## src/hw/rtl/frame_pacing_regulator_assert.svh

```systemverilog
// Assertion macros shared by the RTL; each expects clk and rst_n in scope.
`ifndef FRAME_PACING_REGULATOR_ASSERT_SVH
`define FRAME_PACING_REGULATOR_ASSERT_SVH

// Check a condition at every edge outside reset.
`define FPR_ASSERT_ALWAYS(lbl, cond, msg) \
    lbl: assert property (@(posedge clk) disable iff (!rst_n) (cond)) else $error(msg);

// Check a consequence in the same cycle as its trigger.
`define FPR_ASSERT_IMPLY(lbl, ante, cons, msg) \
    lbl: assert property (@(posedge clk) disable iff (!rst_n) (ante) |-> (cons)) \
        else $error(msg);

// Check a consequence in the cycle after its trigger.
`define FPR_ASSERT_NEXT(lbl, ante, cons, msg) \
    lbl: assert property (@(posedge clk) disable iff (!rst_n) (ante) |=> (cons)) \
        else $error(msg);

`endif

```

## src/hw/rtl/fpr_pkg.sv

```systemverilog
`default_nettype none

package fpr_pkg;

    localparam int TIME_W    = 48;
    localparam int DUR_W     = 32;
    localparam int CFG_IDX_W = 2;

    localparam int WINDOW_ENTRIES_DEF = 4;

    localparam logic [DUR_W-1:0] TARGET_RESET  = 32'd33333;
    localparam logic [DUR_W-1:0] OVERRUN_RESET = 32'd5000;

    typedef enum logic [CFG_IDX_W-1:0] {
        CFG_TARGET  = 2'd0,
        CFG_OVERRUN = 2'd1
    } cfg_idx_t;

endpackage

`default_nettype wire

```

## src/hw/rtl/frame_pacing_regulator.sv

```systemverilog
// Frame pacing regulator: takes one time poll per cycle when the output side is
// not stalled and returns one result per poll. A poll is registered, then judged
// combinationally against the running sum of the last WINDOW_ENTRIES-1 completed
// frame durations; this loop (48-bit subtract, running-sum add, threshold compare)
// fixes the rate at one poll per clock. The reported average goes through a
// three-stage divide by the entry count (reciprocal multiply in two halves, then
// one correction). Configuration writes take effect at once and should be made
// while idle.
`default_nettype none
`include "frame_pacing_regulator_assert.svh"

module frame_pacing_regulator #(
    parameter int WINDOW_ENTRIES = fpr_pkg::WINDOW_ENTRIES_DEF
) (
    input  wire logic                           clk,
    input  wire logic                           rst_n,

    input  wire logic                           cfg_wr_en,
    input  wire logic [fpr_pkg::CFG_IDX_W-1:0]  cfg_index,
    input  wire logic [fpr_pkg::DUR_W-1:0]      cfg_data,

    input  wire logic                           in_valid,
    output logic                                in_ready,
    input  wire logic [fpr_pkg::TIME_W-1:0]     time_now,

    output logic                                out_valid,
    input  wire logic                           out_ready,
    output logic                                frame_started,
    output logic [fpr_pkg::DUR_W-1:0]           smoothed_delta
);

    localparam int TIME_W = fpr_pkg::TIME_W;
    localparam int DUR_W  = fpr_pkg::DUR_W;
    localparam int HIST_D = WINDOW_ENTRIES - 1;
    localparam int CNT_W  = $clog2(WINDOW_ENTRIES);
    localparam int DIV_W  = $clog2(WINDOW_ENTRIES + 1);
    localparam int SUM_W  = DUR_W + CNT_W;
    localparam int THR_W  = DUR_W + DIV_W;
    localparam int LO_W   = SUM_W / 2;
    localparam int HI_W   = SUM_W - LO_W;
    localparam int REC_SH = SUM_W;
    localparam int REC_W  = SUM_W + 1;
    localparam int PROD_W = SUM_W + REC_W;

    // reciprocal of each entry count, scaled by 2^REC_SH, rounded down
    logic [REC_W-1:0] recip_tab [WINDOW_ENTRIES];

    for (genvar k = 0; k < WINDOW_ENTRIES; k++) begin : g_recip
        localparam logic [REC_W-1:0] RECIP = REC_W'((64'd1 << REC_SH) / (k + 1));
        assign recip_tab[k] = RECIP;
    end

    // configuration
    logic [DUR_W-1:0] target_reg;
    logic [DUR_W-1:0] overrun_reg;

    always_ff @(posedge clk or negedge rst_n)
    begin
        if (!rst_n)
        begin
            target_reg  <= fpr_pkg::TARGET_RESET;
            overrun_reg <= fpr_pkg::OVERRUN_RESET;
        end
        else if (cfg_wr_en)
        begin
            unique case (cfg_index)
                fpr_pkg::CFG_TARGET:  target_reg  <= cfg_data;
                fpr_pkg::CFG_OVERRUN: overrun_reg <= cfg_data;
                default: ;
            endcase
        end
    end

    // stage load enables, back from the output
    logic v1_reg, v2_reg, v3_reg, v4_reg, v5_reg;
    logic ld1, ld2, ld3, ld4, ld5;

    assign ld5      = !v5_reg || out_ready;
    assign ld4      = !v4_reg || ld5;
    assign ld3      = !v3_reg || ld4;
    assign ld2      = !v2_reg || ld3;
    assign ld1      = !v1_reg || ld2;
    assign in_ready = ld1;

    always_ff @(posedge clk or negedge rst_n)
    begin
        if (!rst_n)
        begin
            v1_reg <= 1'b0;
            v2_reg <= 1'b0;
            v3_reg <= 1'b0;
            v4_reg <= 1'b0;
            v5_reg <= 1'b0;
        end
        else
        begin
            if (ld1) v1_reg <= in_valid;
            if (ld2) v2_reg <= v1_reg;
            if (ld3) v3_reg <= v2_reg;
            if (ld4) v4_reg <= v3_reg;
            if (ld5) v5_reg <= v4_reg;
        end
    end

    // stage 1: poll register
    logic [TIME_W-1:0] time1_reg;

    always_ff @(posedge clk)
    begin
        if (ld1)
            time1_reg <= time_now;
    end

    // pacing state
    logic [TIME_W-1:0] start_time_reg, start_time_next;
    logic [SUM_W-1:0]  hist_sum_reg, hist_sum_next;
    logic [CNT_W-1:0]  count_reg, count_next;
    logic [DUR_W-1:0]  hist_reg [HIST_D];

    logic [TIME_W-1:0] diff;
    logic [DUR_W-1:0]  pending;
    logic [SUM_W-1:0]  sum_now;
    logic [DIV_W-1:0]  div_now;
    logic [THR_W-1:0]  thr_avg;
    logic [DUR_W:0]    thr_pend;
    logic              hist_full;
    logic              start_now;
    logic              fire1;

    assign diff      = time1_reg - start_time_reg;
    assign pending   = (|diff[TIME_W-1:DUR_W]) ? '1 : diff[DUR_W-1:0];
    assign sum_now   = hist_sum_reg + SUM_W'(pending);
    assign div_now   = DIV_W'(count_reg) + DIV_W'(1);
    assign thr_avg   = THR_W'(target_reg) * THR_W'(div_now);
    assign thr_pend  = {1'b0, target_reg} + {1'b0, overrun_reg};
    assign hist_full = (count_reg == CNT_W'(HIST_D));
    // average below target is the same as sum below target times count
    assign start_now = !((THR_W'(sum_now) < thr_avg) &&
                         ({1'b0, pending} < thr_pend));
    assign fire1     = v1_reg && ld2;

    always_comb
    begin
        start_time_next = start_time_reg;
        hist_sum_next   = hist_sum_reg;
        count_next      = count_reg;
        if (fire1 && start_now)
        begin
            start_time_next = time1_reg;
            // drop the oldest duration once the history is full
            hist_sum_next   = sum_now - (hist_full ? SUM_W'(hist_reg[HIST_D-1]) : '0);
            if (!hist_full)
                count_next = count_reg + CNT_W'(1);
        end
    end

    always_ff @(posedge clk or negedge rst_n)
    begin
        if (!rst_n)
        begin
            start_time_reg <= '0;
            hist_sum_reg   <= '0;
            count_reg      <= '0;
        end
        else
        begin
            start_time_reg <= start_time_next;
            hist_sum_reg   <= hist_sum_next;
            count_reg      <= count_next;
        end
    end

    always_ff @(posedge clk)
    begin
        if (fire1 && start_now)
        begin
            hist_reg[0] <= pending;
            for (int i = 1; i < HIST_D; i++)
                hist_reg[i] <= hist_reg[i-1];
        end
    end

    // stage 2: decision
    logic             start2_reg;
    logic [SUM_W-1:0] sum2_reg;
    logic [CNT_W-1:0] cnt2_reg;

    always_ff @(posedge clk)
    begin
        if (ld2)
        begin
            start2_reg <= start_now;
            sum2_reg   <= sum_now;
            cnt2_reg   <= count_reg;
        end
    end

    // stage 3: reciprocal partial products
    logic                   start3_reg;
    logic [SUM_W-1:0]       sum3_reg;
    logic [CNT_W-1:0]       cnt3_reg;
    logic [LO_W+REC_W-1:0]  pp_lo3_reg;
    logic [HI_W+REC_W-1:0]  pp_hi3_reg;
    logic [REC_W-1:0]       recip2;

    assign recip2 = recip_tab[cnt2_reg];

    always_ff @(posedge clk)
    begin
        if (ld3)
        begin
            start3_reg <= start2_reg;
            sum3_reg   <= sum2_reg;
            cnt3_reg   <= cnt2_reg;
            pp_lo3_reg <= (LO_W+REC_W)'(sum2_reg[LO_W-1:0]) * (LO_W+REC_W)'(recip2);
            pp_hi3_reg <= (HI_W+REC_W)'(sum2_reg[SUM_W-1:LO_W]) * (HI_W+REC_W)'(recip2);
        end
    end

    // stage 4: combine halves into the estimate
    logic              start4_reg;
    logic [SUM_W-1:0]  sum4_reg;
    logic [CNT_W-1:0]  cnt4_reg;
    logic [DUR_W-1:0]  q4_reg;
    logic [PROD_W-1:0] prod3;

    assign prod3 = (PROD_W'(pp_hi3_reg) << LO_W) + PROD_W'(pp_lo3_reg);

    always_ff @(posedge clk)
    begin
        if (ld4)
        begin
            start4_reg <= start3_reg;
            sum4_reg   <= sum3_reg;
            cnt4_reg   <= cnt3_reg;
            q4_reg     <= prod3[REC_SH+DUR_W-1:REC_SH];
        end
    end

    // stage 5: the estimate is low by at most one; correct it
    logic [DIV_W-1:0] d4;
    logic [SUM_W-1:0] qd4;
    logic [SUM_W-1:0] rem;
    logic [DUR_W-1:0] quo;
    logic             started5_reg;
    logic [DUR_W-1:0] delta5_reg;

    assign d4  = DIV_W'(cnt4_reg) + DIV_W'(1);
    assign qd4 = SUM_W'(q4_reg) * SUM_W'(d4);
    assign rem = sum4_reg - qd4;
    assign quo = (rem >= SUM_W'(d4)) ? q4_reg + DUR_W'(1) : q4_reg;

    always_ff @(posedge clk)
    begin
        if (ld5)
        begin
            started5_reg <= start4_reg;
            delta5_reg   <= start4_reg ? quo : '0;
        end
    end

    assign out_valid      = v5_reg;
    assign frame_started  = started5_reg;
    assign smoothed_delta = delta5_reg;

    `FPR_ASSERT_ALWAYS(a_count_range, count_reg <= CNT_W'(HIST_D), "history count out of range")
    `FPR_ASSERT_IMPLY(a_empty_sum, count_reg == '0, hist_sum_reg == '0, "sum nonzero with empty history")
    `FPR_ASSERT_NEXT(a_hold_start, fire1 && !start_now, $stable(start_time_reg), "start time moved without a frame start")
    `FPR_ASSERT_IMPLY(a_rem_bound, v4_reg, rem < (SUM_W'(d4) << 1), "reciprocal estimate off by more than one")
    `FPR_ASSERT_IMPLY(a_idle_delta, out_valid && !frame_started, smoothed_delta == '0, "nonzero delta without frame start")

endmodule

`default_nettype wire
```

## config.mk

```make
export PLATFORM = sky130hd
export DESIGN_NAME = frame_pacing_regulator
export DESIGN_NICKNAME = d
export VERILOG_FILES = /design/src/hw/rtl/fpr_pkg.sv /design/src/hw/rtl/frame_pacing_regulator.sv
export VERILOG_INCLUDE_DIRS = /design/src /design/src/hw/rtl
export SDC_FILE = /design/constraint.sdc
export NUM_CORES = 2
export LEC_CHECK = 0
export ABC_AREA = 1
export ABC_CLOCK_PERIOD_IN_PS = 11010
export BUFFER_PORTS_ARGS = -buffer_cell sky130_fd_sc_hd__buf_4
export CELL_PAD_IN_SITES_DETAIL_PLACEMENT = 1
export CELL_PAD_IN_SITES_GLOBAL_PLACEMENT = 1
export CORE_MARGIN = 2
export CORE_UTILIZATION = 51
export CTS_BUF_LIST = sky130_fd_sc_hd__clkbuf_2
export CTS_CLUSTER_SIZE = 40
export DETAILED_ROUTE_END_ITERATION = 10
export GPL_ROUTABILITY_DRIVEN = 0
export PLACE_DENSITY = 0.83
export SLEW_MARGIN = 20
export SYNTH_ARGS = -nofsm -noshare
export SYNTH_HDL_FRONTEND = slang
export SYNTH_SLANG_ARGS = --single-unit
```

## constraint.sdc

```tcl
create_clock -name clk -period 11.01 [get_ports clk]
set_clock_uncertainty 0.2 [all_clocks]
set_input_delay 0.5505 -clock clk [delete_from_list [all_inputs] [get_ports clk]]
set_output_delay 0.5505 -clock clk [all_outputs]
set_load 0.05 [all_outputs]
```

==> results.tsv <==
metric	value	unit
DR WL met2	86500	um
P&R area growth vs syn	11.61	%
post-synth cell types	62	
drt initial violations	2887	
highest clock rate	0.1000	GHz
CP Buf/Inv Count	5	
Final TNS setup	0	ps
CTS tree	done	
Max Used Layer	met5	
WP data arrival	11040	ps
Clock Path Buffers	3	
Final Max Tran Viols	0	
critical path class	reg -> reg	
asr flop ratio synth	27.47	%
FF+latch count, synth	557	
Worst-Skew Late Latency	1570	ps
most frequent CP cell	nand2_1	
htree depth	4	
Largest stage delay, worst path	820	ps
critical path required time	12040	ps
sequential fraction of the synthesis area	31.12	%
Ys Warns	0	
fin crit share	90.83	%
Post CTS Setup Buffer Count	0	
vias in the first global route	50480	
Critical Path Fanout Max	82	
Global Route Usage Sum	33.78	%
Die H	321.3	um
TritonRoute pass-1 iters	6	
most frequent cells in the layout	nand2_1 (1,620), inv_1 (1,026), ha_1 (566), nor2_1 (495), a21oi_1 (412)	
TritonCTS Sinks	557	
pre-CTS setup slack	1635	ps
metal3 WL	8542	um
commonest non-fill, non-tap cell in the layout	nand2_1	
Startpoint Class	flop	
initial antenna violation count	9	
minimum clock period	10000	ps
row cnt	116	
area occupied by multi-input gates	30940	um2
first-pass GRT wire length	271900	um
Die ar.	103200	um2
clock-pin slew on the worst setup and hold paths	130	ps
Setup Viol. Count Final	0	
routed length per instance	21.37	um
hpwl dp	132800	um
Storage cell area	15970	um2
Rel. slew slack	29.14	%
outcome	finished clean	
DRC viols	0	
worst min-delay path category	in -> reg	
wl on met1	66320	um
CTS buffer count	151	
vias	45740	
final wirelength	172900	um
initial cell density of the core	51.34	%
synthesized net count	7212	
Main synth FF type	edfxtp_1	
fillers	12180	
largest net degree at the start of global routing	99	
Max Cap Viol	0	
Syn Area/Cell	8.233	um2
Nets	7644	
Post-synth EDFFs	404	
number of port buffers	121	
unrepaired setup endpoints after global routing	false	
cell class contributing the biggest share of worst-path delay	simple AND/OR/NAND/NOR gates	
cts repair resizes	0	
Cells after Synth	6236	
Setup WS post-layout	1010	ps
Die X	321.3	um
Fin. Hold Viols	0	
max reg flops	96	
Critical-path top delay cell	buf_4	
layout cells sized above 1	7.542	%
post-route ant nets	0	
vias per inst	5.651	
Worst-Margin Slew	1062	ps
global route overflow	0	
Core Footprint	100000	um2
io pins	122	
clock root cell	clkbuf_2	
crit end category	flop	
synthesized cell area	51340	um2
layer usage:
layer / up-vias / GRT usage [%]
met5: - / 0
met4: 4 / 20.98
met3: 543 / 4.489
met2: 1489 / 60.77
met1: 22600 / 37.80
li1: 21110 / -
Yosys cell counts (25+ instances only):
master	instances	area (um2)
nand2_2	25	156.4
edfxtp_1	404	12130
clkbuf_1	63	236.5
o21ai_0	250	1251
o21ai_2	25	219.0
ha_1	568	7107
a21oi_1	412	2062
nor2_1	496	1862
nand3_1	204	1021
xor2_1	149	1305
xnor2_1	119	1042
dfrtp_1	142	3553
nand2_1	1622	6088
nor3_1	47	235.2
a31oi_1	34	212.7
fa_1	321	6426
nand4_1	70	437.9
inv_1	1028	3859
per-stage QoR:
stage | hold slack, ps | utilization, % | std cells | cell area [um2]
after floorplan | 54.91 | - | 6236 | 51340
after global routing | 56.46 | 57.29 | 8091 | 57290
final | 114.2 | 57.30 | 8093 | 57300
after global placement | 200.1 | 53.54 | 7582 | 53540
after CTS | 1.406 | 57.28 | 8087 | 57280
after detailed placement | 205.6 | 53.54 | 7582 | 53540
final cells by class:
class | instances | area share (%)
timing repair buffer | 371 | 5.911
tap | 1298 | 2.834
antenna | 6 | 0.02620
inverter | 1049 | 6.885
sequential | 557 | 27.88
clock buffer | 214 | 1.869
clock inverter | 60 | 0.5896
multi-input combinational | 4538 | 54.00
kinds of logic (layout without fill, tap and decap cells):
logic type / count (synthesis) / count (layout) / share of synthesized area (%)
AND/OR/NAND/NOR: 2534 / 2534 / 20.11
buffers and inverters: 1141 / 1694 / 8.635
adder cells (fa/ha/maj): 889 / 889 / 26.36
AO/OA/AOI/OAI: 847 / 847 / 9.203
flip-flops: 557 / 557 / 31.12
XOR/XNOR: 268 / 268 / 4.572
other: 0 / 6 / 0
tightest hold or removal path, cell delays in order:
cell           delay, ps
dlygate4sd3_1        540
buf_4                110
dlygate4sd3_1        530
path summary, 6_finish.rpt:
kind                               startpoint                  to  slack (ps)  depth (start not counted)
worst max-delay path            time1_reg[33]    hist_sum_reg[12]        1010                         43
worst min-delay path             time_now[41]       time1_reg[41]         110                          3
worst max register to register  time1_reg[33]    hist_sum_reg[12]        1010                         43
worst min register to register   sum3_reg[11]        sum4_reg[11]         160                          0
max in group asynchronous               rst_n     hist_sum_reg[9]        8900                          6
min in group asynchronous               rst_n  start_time_reg[25]         330                          5
repair_timing:
item,in CTS,in global routing
hold buffers,231,0
hold endpoints to repair,308,0
setup endpoints to repair,0,0
Power is not shown: default switching activity piles up to over one toggle a cycle in this logic, so the estimate is an artifact.
